File: config.mk
export PLATFORM = sky130hd
export DESIGN_NAME = pei_div_cell
export DESIGN_NICKNAME = d
export VERILOG_FILES = /design/src/design/pei_pkg.sv /design/src/design/pei_div_cell.sv
export SDC_FILE = /design/constraint.sdc
export NUM_CORES = 1
export LEC_CHECK = 0
export BUFFER_PORTS_ARGS = -buffer_cell sky130_fd_sc_hd__clkbuf_2
export CAP_MARGIN = 20
export CORE_MARGIN = 3
export CORE_UTILIZATION = 42
export DETAILED_ROUTE_END_ITERATION = 10
export PLACE_DENSITY = 0.76
export SLEW_MARGIN = 20
export SYNTH_ARGS = -nofsm -noshare
export SYNTH_HDL_FRONTEND = slang
export SYNTH_SLANG_ARGS = --single-unit
File: constraint.sdc
create_clock -name clk_i -period 4.7 [get_ports clk_i]
set_input_delay 0.705 -clock clk_i [delete_from_list [all_inputs] [get_ports clk_i]]
set_output_delay 0.705 -clock clk_i [all_outputs]
set_load 0.01 [all_outputs]
File: src/design/pei_pkg.sv
package pei_pkg;

  localparam int unsigned CoordW = 16;
  localparam int unsigned DiffW  = CoordW + 1;
  localparam int unsigned ProdW  = DiffW + CoordW;   // (p - a) * n
  localparam int unsigned DistW  = ProdW + 2;        // sum of three products
  localparam int unsigned MagW   = DistW - 1;        // |da|
  localparam int unsigned SumW   = DistW;            // |da| + |db|
  localparam int unsigned FracW  = 16;               // t
  localparam int unsigned OffW   = DiffW + FracW + 1; // (b - a) * t
  localparam int unsigned NumDivCells = FracW;
  localparam int unsigned NumRegs = 6;
  localparam int unsigned RegIdxW = 3;

  typedef enum logic [RegIdxW-1:0] {
    REG_PLANE_X  = 3'd0,
    REG_PLANE_Y  = 3'd1,
    REG_PLANE_Z  = 3'd2,
    REG_NORMAL_X = 3'd3,
    REG_NORMAL_Y = 3'd4,
    REG_NORMAL_Z = 3'd5
  } reg_idx_e;

  localparam logic [CoordW-1:0] NormalZReset = 16'd256;

  typedef struct packed {
    logic [2:0][CoordW-1:0] a;
    logic [2:0][CoordW-1:0] b;
  } pts_t;

  typedef struct packed {
    pts_t            pts;
    logic            hit;
    logic [SumW-1:0] s;  // divisor
    logic [SumW-1:0] r;  // partial remainder, always below s on a hit
    logic [FracW-1:0] q;
  } div_t;

endpackage

File: src/design/pei_div_cell.sv
module pei_div_cell (
  input  logic           clk_i,
  input  logic           rst_ni,
  input  logic           valid_i,
  input  pei_pkg::div_t  data_i,
  output logic           ready_o,
  output logic           valid_o,
  output pei_pkg::div_t  data_o,
  input  logic           ready_i
);

  logic          v_q;
  pei_pkg::div_t data_q;
  pei_pkg::div_t data_d;
  logic [pei_pkg::SumW:0] r2;
  logic [pei_pkg::SumW:0] diff;
  logic                   ge;

  // one restoring step: one quotient bit per cell
  always_comb begin
    r2     = {data_i.r, 1'b0};
    diff   = r2 - {1'b0, data_i.s};
    ge     = (r2 >= {1'b0, data_i.s});
    data_d = data_i;
    data_d.r = ge ? diff[pei_pkg::SumW-1:0] : r2[pei_pkg::SumW-1:0];
    data_d.q = {data_i.q[pei_pkg::FracW-2:0], ge};
  end

  assign ready_o = !v_q || ready_i;

  always_ff @(posedge clk_i or negedge rst_ni) begin
    if (!rst_ni) begin
      v_q <= 1'b0;
    end else if (ready_o) begin
      v_q <= valid_i;
    end
  end

  always_ff @(posedge clk_i) begin
    if (ready_o && valid_i) begin
      data_q <= data_d;
    end
  end

  assign valid_o = v_q;
  assign data_o  = data_q;

endmodule

* Word level (Yosys, flattened, before mapping)
Cells that the tools add are included.
Widths: inputs -> output; s select.
** Storage, ports and cells
- Word-level logic and storage cells :: 18
- Output and inout bits :: 185
- Bits in registers :: 184
** Cells by class
- Order comparisons :: 1
- $add $sub $neg :: 1
- Reductions and logical operators :: 3
- Multiplexer cells :: 1
** Operators by type and width (count)
- $ge 36x35->1 :: 1
- $mux 35 :: 1
- $sub 35x35->35 :: 1
- $logic_and 1x1->1 :: 1
- $logic_not 1->1 :: 1
- $logic_or 1x1->1 :: 1

* Longest topological paths before layout
Gate-level depths: netlist (run 1).
- Depth after elaboration :: 3
- Mapped depth :: 13
- Gate-level depth less buffers :: 12

* Worst setup path before layout (run 1)
OpenSTA, ideal clock, no wires.
- Kind :: input-to-reg
- Start :: input ready_i
- End :: register data_q (netlist bit data_o[0]), enable pin
- Cell stages on the path :: 2
- Setup time :: 0.566 ns
- Slack :: -0.968 ns
- Path buffers :: 0
- Arrival :: 5.102 ns
- Required time :: 4.134 ns
- Cell sequence :: nand2b_1 > and2_1
** On the way
- Word-level cells in the longest chain between the ends :: 2
** RTL lines
- start: declaration :: line pei_div_cell.sv:9 : input logic ready_i
- $logic_or 1x1->1 :: line pei_div_cell.sv:29 : assign ready_o = !v_q || ready_i;
- $logic_and 1x1->1 :: line pei_div_cell.sv:40 : if (ready_o && valid_i) begin
- end signal: assignment :: line pei_div_cell.sv:41 : data_q <= data_d;
- end: declaration :: line pei_div_cell.sv:13 : pei_pkg::div_t data_q;
No other way between the ends.
A chain may end at the register's enable or synchronous reset.

==> results_dict.tcl, run 1 <==
set metrics [dict create \
    status "finished clean" \
    synth_nets 793 \
    synth_compound_area_share_pct 11.3 \
    tritoncts "done" \
    powerDensity_nw_per_um2 384 \
    async_flop_share_pct 0.543 \
    dominantRegCellSynth "edfxtp_1" \
    grt_remaining_overflow 0 \
    holdCritPathClass "primary input to async pin" \
    hold_viol 0 \
    period_needed_ps 3210 \
    io_pins 372 \
    synthAdderAreaFrac_pct 5.76 \
    netlist_instances 570 \
    grt_max_degree 73 \
    die_h_um 144 \
    fin_crit_sh_pct 68.2 \
    dieArea_um2 20600 \
    grt_pass1_vias 5958 \
    clk_pin_slew_ps 80 \
    setup_viol 0 \
    arrival_ps 3380 \
    ctsResizeCount 0 \
    drc_errors 0 \
    vdd_drop_max_v 0.000267 \
    power.static_leakage_nw 4.79 \
    cts_buffers 17 \
    cts-root-buf "clkbuf_16" \
    final_nets 1168 \
    avgSynthCellArea_um2 14.0 \
    drive_above_1_share_pct 43.5 \
    layout_setup_ws_ps 1490 \
    io_buffers 370 \
    yosys_warnings 0 \
    finalWirelength_mm 22.9 \
    netlist_area_um2 7960 \
    antenna_found_initial 1 \
    clkPwrFrac_pct 34.9 \
    fmax_ghz 0.312 \
    max_cap_violations 0 \
    dr.pass1.iters 4 \
    placement_rows 49 \
    place_ws_ps 997 \
    clock-sinks 184 \
    synth_top_family_by_area "compound AO/OA/AOI/OAI gates" \
    combPwrFrac_pct 17.0 \
    grt_use_total_pct 21.3 \
    seq_power_share_pct 48.1 \
    clock_latency_ps 420 \
    synth_edf_count 183 \
    report.final.slew_viol_count 0 \
    clockBufferDepth 2 \
    path_max_fanout 54 \
    wire_per_inst_um 19.3 \
    ys_seq_area_share_pct 69.4 \
    start_util_pct 43.5 \
    max_slew_margin_pct 46.3 \
    skew_ps 7.35 \
    yosys.area_share.simple_pct 6.65 \
    die_w_um 144 \
    synthToLayoutAreaGrowth_pct 34.5 \
    drt_iter0_drc 379 \
    synth_xor_area_share_pct 3.30 \
    grt_pass1_wl_mm 32.9 \
    tightest_slew_ps 805 \
    start_kind "primary input" \
    synth_mux_area_share_pct 0.409 \
    intPower_mw 2.96 \
    synth_cell_types 53 \
    swShare_pct 28.1 \
    dr_total_vias 6024 \
    gp_congestion 0.848 \
    post_cts_buffers 0 \
    ant_nets 0 \
    cts_max_level 4 \
    worst_ep_required_time_ps 4870 \
    place_hpwl_mm 18.2 \
    cts_hold_buf 0 \
    synth-seq-cells 184 \
    end_kind "register" \
    rsz0062_at_grt "false" \
    timing_worst_setup_path_type "primary input to register" \
    tns_ps 0 \
    p_sw_mw 1.16 \
    core_um2 18300 \
    via_per_inst 5.07 \
    total_power_mw 4.11 \
]
[layout make-up]
cell class / instances / area, µm²
antenna: 1 / 2.50
fill: 1500 / 7570
tap: 229 / 287
clock buffer: 18 / 429
timing repair buffer: 375 / 1910
clock inverter: 14 / 180
inverter: 47 / 176
sequential: 184 / 5520
multi-input combinational: 320 / 2190
[critical path, cell delays in order]
cell and delay, ps:
clkbuf_2 100, inv_1 80, fa_1 470, a211oi_1 280
o21a_1 270, a2111oi_2 110, nor3_1 390, o21ai_2 170
o21ai_4 200, buf_12 250, mux2_1 340
[power by group through the flow]
stage | sequential (mW) | combinational, mW | clock [mW]
after floorplan | 2.08 | 0.345 | 0
after global placement | 2.01 | 0.691 | 0
after detailed placement | 2.02 | 0.702 | 0
after CTS | 1.98 | 0.706 | 1.47
after global routing | 1.99 | 0.769 | 1.53
final | 1.98 | 0.698 | 1.44
[cell usage in the layout (no fill, tap or decap), types with 12 or more instances in the layout]
cell type  netlist  routed
clkbuf_2         0     370
o21ai_0         14      14
nor2_1          17      17
inv_1           47      47
ha_1            35      35
clkbuf_16        0      17
xnor2_1         16      16
o21ai_1         33      33
a21o_1          16      16
a21oi_1         33      33
nand4_1         12      12
edfxtp_1       183     183
nand2_1         57      57
xor2_1          14      14
[per-layer routing]
layer,up-vias,track usage [%],part of all wire [%]
met4,0,8.23,2.9
li1,2881,-,-
met3,37,6.99,9.2
met1,2859,24.1,37
met5,-,0,0
met2,247,37.4,51
[stage by stage]
step | utilization [%] | cell area, µm² | instances | hold WS, ps
final | 58.6 | 10700 | 1188 | 39.5
after global routing | 58.6 | 10700 | 1188 | 8.59
after CTS | 58.5 | 10700 | 1187 | 14.9
after detailed placement | 55.2 | 10100 | 1155 | 482
after global placement | 55.2 | 10100 | 1155 | 480
after floorplan | - | 7960 | 570 | 409
[logic make-up (layout without fill, tap and decap cells)]
| family | Yosys count | after routing |
|---|---|---|
| AOI/OAI and AO/OA | 138 | 138 |
| xor gates and xnor gates | 30 | 30 |
| adders and majority gates | 36 | 36 |
| buffers and inverters | 66 | 454 |
| DFF | 184 | 184 |
| muxes | 3 | 3 |
| other | 0 | 1 |
| and+or+nand+nor | 113 | 113 |
[Yosys cell counts (4+ instances only)]
cell type  count  area share (%)
a211oi_1       6            0.57
a21o_1        16             1.5
a21oi_1       33             2.1
a31oi_1        4            0.31
clkbuf_1      13            0.61
edfxtp_1     183              69
ha_1          35             5.5
inv_1         47             2.2
nand2_1       57             2.7
nand3_1        6            0.38
nand4_1       12            0.94
nor2_1        17            0.80
o21a_1         4            0.38
o21ai_0       14            0.88
o21ai_1       33             2.1
xnor2_1       16             1.8
xor2_1        14             1.5
[path summary, 6_finish.rpt]
check                            start          end  slack, ps  depth (start not counted)
max                         data_i[51]   data_o[17]       1490                         11
max reg2reg                    valid_o  data_o[168]       2600                          3
min in group clk_i         data_i[124]  data_o[124]        440                          1
min                             rst_ni      valid_o         40                          1
min reg2reg                    valid_o      valid_o        570                          2
max in group asynchronous       rst_ni      valid_o       4570                          1
[sequential cells by signal, summed over array words and instances, names as in the netlist]
name / flops
data_o: 183
valid_o: 1
(Power assumes the default switching activity.)
==> run 2, diff against run 1 <==
--- a/config.mk
+++ b/config.mk
@@ -5,12 +5,13 @@
 export SDC_FILE = /design/constraint.sdc
 export NUM_CORES = 1
 export LEC_CHECK = 0
+export ABC_AREA = 1
 export BUFFER_PORTS_ARGS = -buffer_cell sky130_fd_sc_hd__clkbuf_2
 export CAP_MARGIN = 20
 export CORE_MARGIN = 3
-export CORE_UTILIZATION = 42
+export CORE_UTILIZATION = 44
 export DETAILED_ROUTE_END_ITERATION = 10
-export PLACE_DENSITY = 0.76
+export PLACE_DENSITY = 0.77
 export SLEW_MARGIN = 20
 export SYNTH_ARGS = -nofsm -noshare
 export SYNTH_HDL_FRONTEND = slang
==> constraint.sdc (replaced) <==
create_clock -name clk_i -period 2.8 [get_ports clk_i]
set_input_delay 0.42 -clock clk_i [delete_from_list [all_inputs] [get_ports clk_i]]
set_output_delay 0.42 -clock clk_i [all_outputs]
set_load 0.01 [all_outputs]
==> results_dict.tcl, run 2 <==
set metrics [dict create \
    status "finished clean" \
    dieArea_um2 21900 \
    setup_viol 0 \
    synth_area_leaders "edfxtp_1, nand2_1, inv_1" \
    grt_max_degree 130 \
    antenna_found_initial 2 \
    final_nets 1482 \
    die_h_um 148 \
    cts_hold_buf 1 \
    netlist_area_um2 8880 \
    synth-seq-cells 184 \
    crit_slowest_cell "o21ai_1" \
    grt_remaining_overflow 0 \
    synth_nets 1092 \
    cp_slowest_stage_delay_ps 400 \
    rsz0062_at_grt "false" \
    cts_buffers 17 \
    place_ws_ps 277 \
    end_kind "register" \
    synth_top_family_by_area "simple AND/OR/NAND/NOR gates" \
    total_power_mw 7.05 \
    start_util_pct 45.2 \
    report.final.slew_viol_count 0 \
    grt_pass1_wl_mm 40.2 \
    netlist_instances 869 \
    utilization_pct 59.7 \
    clk_pin_slew_ps 90 \
    r2r-end "data_o[57]" \
    path_max_fanout 5 \
    io_buffers 370 \
    period_needed_ps 2120 \
    synth_mux_area_share_pct 0 \
    synth_xor_area_share_pct 1.78 \
    synth_compound_area_share_pct 3.96 \
    drt_iter0_drc 414 \
    fmax_ghz 0.471 \
    clockBufferDepth 2 \
    dr.pass1.iters 5 \
    fin_crit_sh_pct 75.9 \
    dominantRegCellSynth "edfxtp_1" \
    worst_ep_required_time_ps 2990 \
    holdCritPathClass "primary input to register" \
    gp_congestion 0.897 \
    crit_chain "clkbuf_2 -> inv_1 -> ha_1 -> nand2_1 -> inv_1 -> nand2_1 -> nor2_1 -> nor2_1 -> o21ai_1 -> nand2_1 -> nand2_1 -> nand2_1 -> nand3_2 -> nand2_1" \
    ant_nets 0 \
    min_to "data_o[130]" \
    synthToLayoutAreaGrowth_pct 32.2 \
    hp-start "data_i[130]" \
    ff2ff_path_depth 2 \
    die_w_um 148 \
    start_kind "primary input" \
    mostFrequentLayoutCell "clkbuf_2" \
    synth_commonest_cells "nand2_1, edfxtp_1, inv_1" \
    core_um2 19700 \
    timing_worst_setup_path_type "primary input to register" \
    wire_per_inst_um 17.7 \
    clock-sinks 184 \
    path_common_cell "nand2_1" \
    place_inst 1504 \
    cts_max_level 4 \
    vdd_drop_max_v 0.000402 \
    synth_top_area_cell "edfxtp_1" \
    drc_errors 0 \
    post_cts_buffers 0 \
    synth_most_common_cell "nand2_1" \
    layout_common_cells "clkbuf_2, nand2_1, edfxtp_1" \
    powerDensity_nw_per_um2 601 \
    tightest_slew_ps 690 \
    r2r_slack_ps 1210 \
    placement_rows 51 \
    via_per_inst 4.77 \
    ys_seq_area_share_pct 62.2 \
    skew_ps 7.86 \
    synth_top_area_share_pct 61.9 \
    finalWirelength_mm 27.3 \
    ctsResizeCount 0 \
    hold_viol 0 \
    avgSynthCellArea_um2 10.2 \
    drive_above_1_share_pct 34.8 \
    max_slew_margin_pct 54.0 \
    worstSetupStartpoint "data_i[53]" \
    tritoncts "done" \
    grt_use_total_pct 24.5 \
    place_hpwl_mm 22.1 \
    arrival_ps 2320 \
    tns_ps 0 \
    synth_edf_count 183 \
    rr_startpoint "valid_o" \
    yosys.area_share.simple_pct 19.4 \
    synth_cell_types 34 \
    cts-root-buf "clkbuf_16" \
    max_cap_violations 0 \
    largest_reg_flops 183 \
    async_flop_share_pct 0.543 \
    clock_latency_ps 440 \
    yosys_warnings 0 \
    fin_cells 1538 \
    synthAdderAreaFrac_pct 5.16 \
    hold_path_depth 1 \
    layout_setup_ws_ps 675 \
    grt_pass1_vias 7250 \
    io_pins 372 \
    power.static_leakage_nw 5.84 \
    dr_total_vias 7329 \
]
## run 2: changes by cell type after synthesis, moves of 14 or more
cell / delta
a21o_1: -16
nor2_1: +44
nand3_1: +19
nand2_1: +198
inv_1: +107
o21ai_0: +14
o21ai_1: -31
xnor2_1: -14
## run 2: worst max-delay path by stage
stage               slack [ps]  cells past startpoint         end
floorplan                -1170                      1   data_o[0]
global placement           310                     14  data_o[46]
detailed placement         280                     14  data_o[46]
CTS                        740                     14  data_o[46]
global route               550                     14  data_o[46]
finish                     680                     14  data_o[46]
## run 2: routing by layer
metal / vias to the layer above / global-route usage [%] / routed length (µm)
li1: 3628 / - / -
met1: 3375 / 28.4 / 10300
met2: 274 / 41.9 / 13500
met3: 50 / 8.40 / 2450
met4: 2 / 9.42 / 980
met5: - / 0 / 11
## run 2: cell families (layout without fill, tap and decap cells)
family          count (synthesis)  in the layout
fa+ha+maj                      36             36
other cells                     0              1
simple gates                  397            397
flops                         184            184
xor+xnor                       18             18
buf+inv                       169            572
compound gates                 65             65
## run 2: power by group
| part | internal [mW] | switching (mW) |
|---|---|---|
| clock | 1.32 | 1.22 |
| combinational | 0.447 | 0.759 |
| sequential | 3.26 | 0.0479 |
| total | 5.02 | 2.03 |
## run 2: worst max-delay path, delay by kind of cell
kind	cells	cell delay, ps
buffers and inverters	3	210
AO/OA/AOI/OAI	1	400
AND/OR/NAND/NOR	9	930
adder cells (fa/ha/maj)	1	360
## run 2: area by class of cell
cell class	count	area, µm²
tap	265	332
clock buffer	17	425
clock inverter	15	218
multi-input combinational	516	2700
inverter	160	601
timing repair buffer	380	1940
antenna	1	2.50
fill	1778	7910
sequential	184	5520
## run 2: stage by stage
step	hold slack, ps	instance area [µm²]
after floorplan	124	8890
after global placement	195	11100
after detailed placement	198	11100
after CTS	123	11700
after global routing	118	11700
final	149	11700
